==> src/sv/rhd_pkg.sv <==
// ----------------------------------------------------------------------------
// rhd_pkg
// Shared types and constants for the RTP H.264 depacketizer.
// ----------------------------------------------------------------------------
package rhd_pkg;

  localparam int unsigned PayloadBits = 16;
  localparam int unsigned MaxResults  = 8;
  localparam int unsigned CountBits   = $clog2(MaxResults + 1);
  localparam int unsigned IndexBits   = $clog2(MaxResults);

  // nal unit type codes carried in the low five bits of the first byte
  localparam logic [4:0] NalSingleMin = 5'd1;
  localparam logic [4:0] NalSingleMax = 5'd23;
  localparam logic [4:0] NalStapA     = 5'd24;
  localparam logic [4:0] NalFuA       = 5'd28;

  // fu header flags
  localparam int unsigned FuStartBit = 7;
  localparam int unsigned FuEndBit   = 6;

  typedef enum logic [2:0] {
    KIND_DATA   = 3'd0,
    KIND_TENT   = 3'd1,
    KIND_DROP   = 3'd2,
    KIND_COMMIT = 3'd3,
    KIND_AUEND  = 3'd4
  } out_kind_t;

  typedef struct packed {
    logic [7:0] data;
    out_kind_t  kind;
  } rhd_res_t;

  typedef struct packed {
    rhd_res_t [MaxResults-1:0] item;
    logic [CountBits-1:0]      count;
  } rhd_list_t;

endpackage

==> src/sv/rhd_out_if.sv <==
// ----------------------------------------------------------------------------
// rhd_out_if
// Annex B stream channel out of the depacketizer.
// ----------------------------------------------------------------------------
interface rhd_out_if;
  logic       valid;
  logic       ready;
  logic [7:0] out_byte;
  logic [2:0] out_kind;
  logic       run_last;

  modport source (
    output valid, out_byte, out_kind, run_last,
    input  ready
  );

  modport sink (
    input  valid, out_byte, out_kind, run_last,
    output ready
  );
endinterface

==> src/sv/rhd_result_buf.sv <==
// ----------------------------------------------------------------------------
// rhd_result_buf
// Result register: holds the result list of one payload byte and hands it
// out one transaction per cycle while strm is ready.
// ----------------------------------------------------------------------------
module rhd_result_buf
  import rhd_pkg::*;
(
  input  logic       clk,
  input  logic       rst,
  input  logic       load,
  input  rhd_list_t  lst_in,
  output logic       take,
  rhd_out_if.source  strm
);

  rhd_list_t            lst;
  logic [IndexBits-1:0] idx;
  logic                 loaded;
  logic                 is_last;
  logic                 pop;

  assign is_last = ({1'b0, idx} + 1'b1) == lst.count;
  assign pop     = loaded && strm.ready;
  // free now, or the final result is leaving in this cycle
  assign take    = !loaded || (strm.ready && is_last);

  assign strm.valid    = loaded;
  assign strm.out_byte = lst.item[idx].data;
  assign strm.out_kind = lst.item[idx].kind;
  assign strm.run_last = is_last;

  always_ff @(posedge clk) begin
    if (rst) begin
      loaded <= 1'b0;
      idx    <= '0;
    end else if (load) begin
      loaded <= (lst_in.count != '0);
      idx    <= '0;
    end else if (pop && is_last) begin
      loaded <= 1'b0;
    end else if (pop) begin
      idx <= idx + 1'b1;
    end
  end

  always_ff @(posedge clk) begin
    if (load) begin
      lst <= lst_in;
    end
  end

endmodule

==> src/flat_wrapper.sv <==
// flat-port wrapper written by rule: the top's interface ports become plain ports
module rhd_result_buf_flat import rhd_pkg::*;
  (clk, rst, load, lst_in, take, strm_valid, strm_out_byte, strm_out_kind, strm_run_last, strm_ready);
  rhd_out_if strm_i ();
  input  logic clk;
  input  logic rst;
  input  logic load;
  input  rhd_list_t lst_in;
  output logic take;
  output wire logic [$bits(strm_i.valid)-1:0] strm_valid;
  output wire logic [$bits(strm_i.out_byte)-1:0] strm_out_byte;
  output wire logic [$bits(strm_i.out_kind)-1:0] strm_out_kind;
  output wire logic [$bits(strm_i.run_last)-1:0] strm_run_last;
  input wire logic [$bits(strm_i.ready)-1:0] strm_ready;
  assign strm_valid = strm_i.valid;
  assign strm_out_byte = strm_i.out_byte;
  assign strm_out_kind = strm_i.out_kind;
  assign strm_run_last = strm_i.run_last;
  assign strm_i.ready = strm_ready;
  rhd_result_buf u_core (.clk(clk), .rst(rst), .load(load), .lst_in(lst_in), .take(take), .strm(strm_i));
endmodule
==> config.mk <==
export PLATFORM = sky130hd
export DESIGN_NAME = rhd_result_buf_flat
export DESIGN_NICKNAME = d
export VERILOG_FILES = /design/src/sv/rhd_pkg.sv /design/src/sv/rhd_out_if.sv /design/src/sv/rhd_result_buf.sv /design/src/flat_wrapper.sv
export SDC_FILE = /design/constraint.sdc
export NUM_CORES = 1
export LEC_CHECK = 0
export ABC_AREA = 1
export BUFFER_PORTS_ARGS = -buffer_cell sky130_fd_sc_hd__buf_2
export CELL_PAD_IN_SITES_DETAIL_PLACEMENT = 0
export CELL_PAD_IN_SITES_GLOBAL_PLACEMENT = 2
export CORE_UTILIZATION = 33
export DETAILED_ROUTE_END_ITERATION = 8
export GPL_TIMING_DRIVEN = 1
export PLACE_DENSITY = 0.81
export SYNTH_ARGS = -nofsm -noshare
export SYNTH_HDL_FRONTEND = slang
export SYNTH_SLANG_ARGS = --single-unit
==> constraint.sdc <==
create_clock -name clk -period 1.6 [get_ports clk]
set_input_delay 0.32 -clock clk [delete_from_list [all_inputs] [get_ports clk]]
set_output_delay 0.32 -clock clk [all_outputs]
set_load 0.01 [all_outputs]
Yosys cells after proc, flatten, opt, wreduce, memory -nomap -nowiden:

Index checks and enable logic that the tools add are counted.

* output and inout port bits: 14
* logic and storage cells: 37
* flip-flop bits (word level): 96

* $add $sub $neg: 2
* bitwise operators: 1
* equality and inequality tests: 1
* reduce and logical (&&, ||, !) cells: 9
* magnitude comparators: 1
* muxes and demuxes: 4

Operator list (count)
* binary-select mux 11 bit (select 3 bit): 1
* two-way mux 11 bit: 1
* adder 3 x 1 -> 4 bit, second input constant: 1
* == test 4 bit: 1
* < comparator 3 x 4 -> 1 bit, second input constant: 1
* nonzero test 4 bit: 1
* adder 3 x 1 -> 3 bit, second input constant: 1
* logical AND 1 bit: 3
* two-way mux 1 bit: 2
* AND reduction 2 bit: 1
* nonzero test 2 bit: 1
* OR reduction 2 bit: 1
* logical NOT 1 bit: 1
* logical OR 1 bit: 1
* inverter 1 bit: 1

Longest topological paths before layout:

Gate-level depths: netlist (run 1).

* depth after elaboration: 5
* depth in mapped cells: 11
* gate-level depth less buffers: 11

Least setup slack after synthesis (run 1):

No wires, ideal clock.

* path type: register to output
* start: reg u_core.idx[1]
* end: out take
* cell stages (with the launch flop): 9
* data required time: 1280 ps
* setup slack: 99 ps
* arrival time: 1181 ps
* buffers on the path: 0
* path through: dfxtp_1 ha_1 inv_1 nand2_1 nand2_1 nand2_1 nor2_2 nand3_1 nand2_1

* cells in the longest elaborated chain, start to end: 4

RTL lines
* from (decl): line rhd_result_buf.sv:18 `logic [IndexBits-1:0] idx;`
* from (signal assigned): line rhd_result_buf.sv:43 `idx <= idx + 1'b1;`
* adder 3 x 1 -> 4 bit: line rhd_result_buf.sv:23 `assign is_last = ({1'b0, idx} + 1'b1) == lst.count;`
* == test 4 bit: line rhd_result_buf.sv:23
* logical AND 1 bit: line rhd_result_buf.sv:26 `assign take = !loaded || (strm.ready && is_last);`
* logical OR 1 bit: line rhd_result_buf.sv:26
* to (decl): line flat_wrapper.sv:9 `output logic take;`

Every way passes these cells.

Worst setup path after layout (run 1):

* start: reg u_core.idx[0]
* end: out strm_out_byte[4]

* cells in the longest elaborated chain, start to end: 2

RTL lines
* binary-select mux 11 bit (select 3 bit): line rhd_result_buf.sv:29 `assign strm.out_byte = lst.item[idx].data;`
* two-way mux 11 bit
* to (decl): line flat_wrapper.sv:11 `output wire logic [$bits(strm_i.out_byte)-1:0] strm_out_byte;`

Every way passes these cells. The select of a mux whose other input is x is not followed.

==> results.md, run 1 <==
- Area Overhead vs Synth: 37.2%
- Slew Limit Fails: 0
- Clk Latency, worst-skew pair: 0.33 ns
- Total global routing overflow: 0
- Total of max-cap violations: 0
- Mapped Area: 3830 µm²
- TNS Setup: -3.51 ns
- Die area: 12000 µm²
- Fin. Hold Viols: 0
- Sw power: 0.00128 W
- Top FF cell, synth: edfxtp_1
- Failing checks: negative setup slack
- Syn Inst Count: 312
- Share of layout cells above drive strength 1: 40.8%
- Total power draw: 0.00588 W
- Worst hold path type: in -> reg
- Syn_nets: 409
- Antenna violations before repair: 0
- Die width: 110 µm
- ANT cells: 0
- CTS tree: yes
- Cell family with most CP delay: buffers and inverters
- Io pins: 110
- Period Utilization, post-route: 120%
- Worst path cell trace: buf_4 -> buf_12 -> o21ai_0 -> o22ai_1 -> nand2_1 -> nand2_1 -> buf_2
- Setup ws final: -0.323 ns
- DR WL/cell: 16.4 µm
- Post-CTS Hold Buffers: 0
- Port Buf Inserts: 109
- Post-detail-place hpwl: 6450 µm
- Root Buffer: clkbuf_16
- Clock Path Buffers: 2
- CTS buffer count: 9
- Seq cells post-synth: 96
- Final Cell Area: 5250 µm²
- Flop pwr share: 51.8%
- RSZ-0062 raised after global routing: true
- FILL cells: 1007
- Internal cell power: 0.00460 W
- Post-DP Area: 4660 µm²
- Chip height: 110 µm
- CP Class: reg -> out
- Synth cell types: 23
- Gp weighted congestion: 0.801
- Combinational share of power: 9.3%
- Clk pin slew, worst setup/hold paths: 0.07 ns
- CP bufs+invs: 3
- Power share of the clock group: 38.9%
- Slowest library cell on the worst path: dfxtp_4
- Syn. warnings: 0
- Most Frequent Cell on Critical Path: nand2_1
- Detailed Routing Iterations Pass 1: 4
- Mean Syn Cell Area: 12.3 µm²
- Final wirelength: 9560 µm
- Starting DRT DRC Count: 120
- CP peak stage delay: 0.40 ns
- Num Clock Sinks: 96
- Status: finished, violations left
- Row Count: 38
- CP Data Required Time: 1.28 ns
- Final cell count without fillers: 581
- # H-tree levels: 3
- Skew final: 0.00343 ns
- Vias in the first global route: 2894
- Min Clock Period, post-route: 1.92 ns
- Nets: 534
- Sw Share: 21.7%
- CP Launch Type: flop
- Final core utilization: 47.4%
- Ys async rst share: 0%
- Headroom to the max-slew limit: 80.1%
- Peak VDD IR: 0.000451 V
- First-pass GRT wire length: 14900 µm
- Peak Freq: 520 MHz
- Core area: 11100 µm²
- Initial Util: 34.5%
- Post-route ant nets: 0
- Drt drc: 0
- Tightest Pin Transition: 0.294 ns
- PwrDens: 1120 nW/µm²
- Via density: 4.81
- Vias: 2795
- GR Util All Layers: 17.2%
- Crit path arrival time: 1.60 ns
- Largest net degree at the start of global routing: 35
- Post-synth EDFFs: 92
- Dpl cells: 562
- Crit-path max FO: 11
- Leakage: 2.17 nW
- Final setup viols: 13
- Crit. End Element: output port
- Seq/Total Area, Yosys: 74.3%
-- cells by family (layout without fill, tap and decap cells) --
| kind of cell | count (synthesis) | count (layout) | share of synthesized area, % |
|---|---|---|---|
| AND/OR/NAND/NOR | 116 | 116 | 12.0 |
| buffers and inverters | 31 | 160 | 3.69 |
| AO/OA/AOI/OAI | 68 | 68 | 9.71 |
| flip-flops | 96 | 96 | 74.3 |
| adder cells (fa/ha/maj) | 1 | 1 | 0.327 |
-- per-layer routing --
| metal | vias to the layer above | part of all wire, % | track usage [%] |
|---|---|---|---|
| met1 | 1325 | 47 | 23.8 |
| met2 | 108 | 46 | 26.1 |
| met3 | 4 | 6.4 | 4.68 |
| li1 | 1358 | - | - |
| met4 | 0 | 0.60 | 6.10 |
| met5 | - | 0 | 0 |
-- layout by cell type, fill, tap and decap left out, types with 2 or more instances in the layout --
cell and n:
nand3_1 2, nor2_1 49, dfxtp_1 2, buf_6 9, inv_2 4, o21ai_1 25
buf_12 9, o21ai_0 11, dfxtp_4 2, nand2_2 6, o22ai_1 19, o21ai_2 7
nor2_2 3, inv_8 2, nand2_1 50, edfxtp_1 92, bufinv_16 2, buf_2 104
nor2_4 2, buf_4 8, o22ai_2 3, clkbuf_16 10, inv_1 7
-- repair_timing --
| action | CTS | global route |
|---|---|---|
| setup endpoints to repair | 13 | 16 |
| pin swaps | 11 | 15 |
| buffers inserted | 4 | 2 |
| resized for setup | 37 | 27 |
| cloned | 2 | 1 |
-- final cells by class --
| cell class | count | area (µm²) | area share (%) |
|---|---|---|---|
| flip-flops and latches | 96 | 2850 | 54.3 |
| clock inverters | 6 | 92.6 | 1.76 |
| multi-input cells | 185 | 956 | 18.2 |
| clock buffers | 9 | 225 | 4.29 |
| well taps | 140 | 175 | 3.34 |
| repair buffers | 131 | 887 | 16.9 |
| inverters | 14 | 65.1 | 1.24 |
-- registers in the layout, summed over array words and instances, names as in the netlist --
name               flops
u_core.idx             3
u_core.strm.valid      1
u_core.lst            92
-- worst register-to-register path, delay by kind of cell, from the launching register on --
kind | cells | cell delay, ns
buffers and inverters | 3 | 0.39
flip-flops | 1 | 0.38
AND/OR/NAND/NOR | 9 | 0.61
-- power by group through the flow --
| stage | registers (W) | logic [W] | clock network (W) |
|---|---|---|---|
| 2_1_floorplan | 0.00306 | 0.000195 | 0 |
| 3_3_place_gp | 0.00309 | 0.000484 | 0 |
| 3_5_place_dp | 0.00309 | 0.000487 | 0 |
| 4_1_cts | 0.00304 | 0.000529 | 0.00233 |
| 5_1_grt | 0.00306 | 0.000608 | 0.00243 |
| 6_report | 0.00304 | 0.000546 | 0.00228 |
-- cells in the mapped netlist (all sizes together) (3+ instances only) --
| library cell | count | area [µm²] |
|---|---|---|
| buf | 13 | 73.8 |
| clkbuf | 4 | 15.0 |
| dfxtp | 4 | 80.1 |
| edfxtp | 92 | 2760 |
| inv | 13 | 48.8 |
| nand2 | 57 | 224 |
| nand3 | 3 | 15.0 |
| nor2 | 54 | 208 |
| o21ai | 44 | 220 |
| o22ai | 22 | 138 |
-- stage by stage --
step	hold WS, ns	setup slack, ns
after floorplan	0.419	0.0989
after global placement	0.484	-0.00467
after detailed placement	0.498	-0.00933
after CTS	0.141	-0.317
after global routing	0.136	-0.441
final	0.153	-0.323
-- worst paths after layout --
check	start	endpoint	slack, ns	cells past startpoint
max	u_core.idx[0]$_SDFFE_PP0P_	strm_out_byte[4]	-0.32	7
min	lst_in[88]	u_core.lst[88]$_DFFE_PP_	0.15	1
max reg2reg	u_core.idx[0]$_SDFFE_PP0P_	u_core.idx[1]$_SDFFE_PP0P_	0.12	12
min reg2reg	u_core.strm.valid$_SDFFE_PP0P_	u_core.strm.valid$_SDFFE_PP0P_	0.50	2
No activity file was read; power rests on OpenSTA's default activity.
==> inputs of run 2 (changes only) <==
Settings changed: CORE_ASPECT_RATIO set to 1.25, CORE_UTILIZATION 33 to 34, CTS_BUF_LIST set to sky130_fd_sc_hd__clkbuf_4 sky130_fd_sc_hd__clkbuf_8, PLACE_DENSITY 0.81 to 0.83.
==> run 2 against run 1 <==
Net effect:
- the flow still finishes with violations (negative setup slack)
- cell count is 0.52% lower
- core utilization is 0.44 points higher
- clock-buffer cell count is 2 higher
- critical endpoint is now take
- sequential share of layout area is 1.1 points higher
- non-clock buffer count is 5 higher
- clock power is 33% lower
- die area is 2.9% lower
- critical path depth is 1 higher
- fmax is 0.27% lower
- via count is 0.68% lower
==> results.md, run 2 (synthesized netlist as in run 1, its figures left out) <==
- Status: finished, violations left (unchanged)
- Failing checks: negative setup slack (unchanged)
- Post-route ant nets: 0 (unchanged)
- Crit path arrival time: 1.61 ns (was 1.60 ns)
- Post-detail-place hpwl: 6450 µm (about the same)
- Gp weighted congestion: 0.737 (was 0.801)
- CTS buffer count: 9 (unchanged)
- Dpl ws: -0.0971 ns (was -0.00933 ns)
- Top reg by flops: u_core.lst (unchanged)
- Setup ws final: -0.329 ns (was -0.323 ns)
- Total power draw: 0.00510 W (was 0.00588 W)
- Largest net degree at the start of global routing: 41 (was 35)
- Peak VDD IR: 0.000580 V (was 0.000451 V)
- Area Overhead vs Synth: 34.7% (was 37.2%)
- Drt drc: 0 (unchanged)
- Fin. Hold Viols: 0 (unchanged)
- Row Count: 42 (was 38)
- Most common cell after layout, fill and taps aside: buf_2 (unchanged)
- ANT cells: 0 (unchanged)
- Total global routing overflow: 0 (unchanged)
- Nets: 539 (was 534)
- Clk Latency, worst-skew pair: 0.36 ns (was 0.33 ns)
- Port Buf Inserts: 109 (unchanged)
- DR WL/cell: 16.2 µm (was 16.4 µm)
- Core area: 10800 µm² (was 11100 µm²)
- Clock Path Buffers: 2 (unchanged)
- RSZ-0062 raised after global routing: true (unchanged)
- Slew Limit Fails: 0 (unchanged)
- Initial Util: 35.5% (was 34.5%)
- Share of layout cells above drive strength 1: 41.9% (was 40.8%)
- Clk pin slew, worst setup/hold paths: 0.09 ns (was 0.07 ns)
- Io pins: 110 (unchanged)
- CP Class: reg -> out (unchanged)
- Num Clock Sinks: 96 (unchanged)
- Vias in the first global route: 2842 (was 2894)
- CTS tree: yes (unchanged)
- Chip height: 121 µm (was 110 µm)
- Flip-flop count of the largest register after layout: 92 (unchanged)
- CP Launch Type: flop (unchanged)
- Die area: 11700 µm² (was 12000 µm²)
- Skew final: 0.00446 ns (was 0.00343 ns)
- Tightest Pin Transition: 0.306 ns (was 0.294 ns)
- Peak Freq: 518 MHz (was 520 MHz)
- Headroom to the max-slew limit: 79.6% (was 80.1%)
- Most frequent cells in the layout: buf_2 (104), edfxtp_1 (92), nor2_1 (51), nand2_1 (51), o21ai_1 (25) (was buf_2 (104), edfxtp_1 (92), nand2_1 (50), nor2_1 (49), o21ai_1 (25))
- Antenna violations before repair: 0 (unchanged)
- Root Buffer: clkbuf_8 (was clkbuf_16)
- Vias: 2776 (was 2795)
- Starting DRT DRC Count: 130 (was 120)
- Min Clock Period, post-route: 1.93 ns (was 1.92 ns)
- Period Utilization, post-route: 121% (was 120%)
- Die width: 96.9 µm (was 110 µm)
- PwrDens: 990 nW/µm² (was 1120 nW/µm²)
- # H-tree levels: 3 (unchanged)
- Crit-path max FO: 4 (was 11)
- Total of max-cap violations: 0 (unchanged)
- First-pass GRT wire length: 14300 µm (was 14900 µm)
- CP Data Required Time: 1.28 ns (about the same)
- Worst hold path type: in -> reg (unchanged)
- Via density: 4.80 (was 4.81)
- Detailed Routing Iterations Pass 1: 5 (was 4)
- Crit. End Element: output port (unchanged)
- Final setup viols: 13 (unchanged)
- Leakage: 2.15 nW (was 2.17 nW)
- GR Util All Layers: 16.2% (was 17.2%)
- Final wirelength: 9370 µm (was 9560 µm)
[run 2: cell count changes in the layout (fill, tap and decap cells not counted), moves of 4 or more]
cell / delta
clkbuf_16: -8
buf_12: -4
clkbuf_8: +9
o21ai_0: -5
buf_4: +7
o21ai_2: +5
[run 2: power breakdown]
part           total (W)  internal (W)  leakage (nW)  switching, W
logic           0.000553      0.000258          1.12      0.000295
registers        0.00303       0.00296         0.935     0.0000687
clock network    0.00152      0.000742        0.0953      0.000777
[run 2: timing repair]
| item | in CTS | in global routing |
|---|---|---|
| hold buffers | 0 | 0 |
| gates cloned | 1 | 2 |
| endpoints found under the setup margin | 13 | 13 |
| resized for setup | 35 | 32 |
| pin swaps | 15 | 25 |
| setup buffers | 3 | 1 |
[run 2: path summary, 6_finish.rpt]
path	endpoint	slack (ns)	depth (start not counted)	startpoint
setup reg to reg	u_core.idx[2]$_SDFFE_PP0P_	0.10	11	u_core.idx[0]$_SDFFE_PP0P_
setup / recovery	take	-0.33	8	u_core.idx[0]$_SDFFE_PP0P_
hold / removal	u_core.lst[63]$_DFFE_PP_	0.13	1	lst_in[63]
hold reg to reg	u_core.strm.valid$_SDFFE_PP0P_	0.61	3	u_core.strm.valid$_SDFFE_PP0P_
[run 2: worst max-delay path: stages, from the launching register on]
cell and delay [ns]:
dfxtp_4 0.39, ha_4 0.28, nand2_1 0.04, nand2_1 0.06, nand2_1 0.05, nor2_2 0.14, nand3_1 0.10, nand2_2 0.08
buf_6 0.10
[run 2: layout make-up]
type / instances / area, µm²
multi-input combinational: 185 / 962
clock inverter: 4 / 46.3
fill: 970 / 5620
sequential: 96 / 2850
clock buffer: 11 / 139
timing repair buffer: 136 / 920
inverter: 14 / 70.1
tap: 132 / 165
[run 2: per-layer routing]
metal | vias up | wire (µm) | global-route usage [%]
li1 | 1366 | - | -
met1 | 1307 | 3910 | 19.3
met2 | 92 | 4740 | 27.6
met3 | 11 | 554 | 3.35
met4 | 0 | 173 | 8.40
met5 | - | 0 | 0
[run 2: metrics by stage]
stage	instance area [µm²]	hold WS, ns	setup TNS (ns)	cells	utilization (%)
final	5150	0.130	-3.54	578	47.8
after floorplan	3830	0.419	0	312	-
after CTS	4990	0.111	-3.94	575	46.3
after global placement	4640	0.499	-0.124	556	43.1
after detailed placement	4640	0.498	-0.166	556	43.1
after global routing	5150	0.106	-4.75	578	47.8
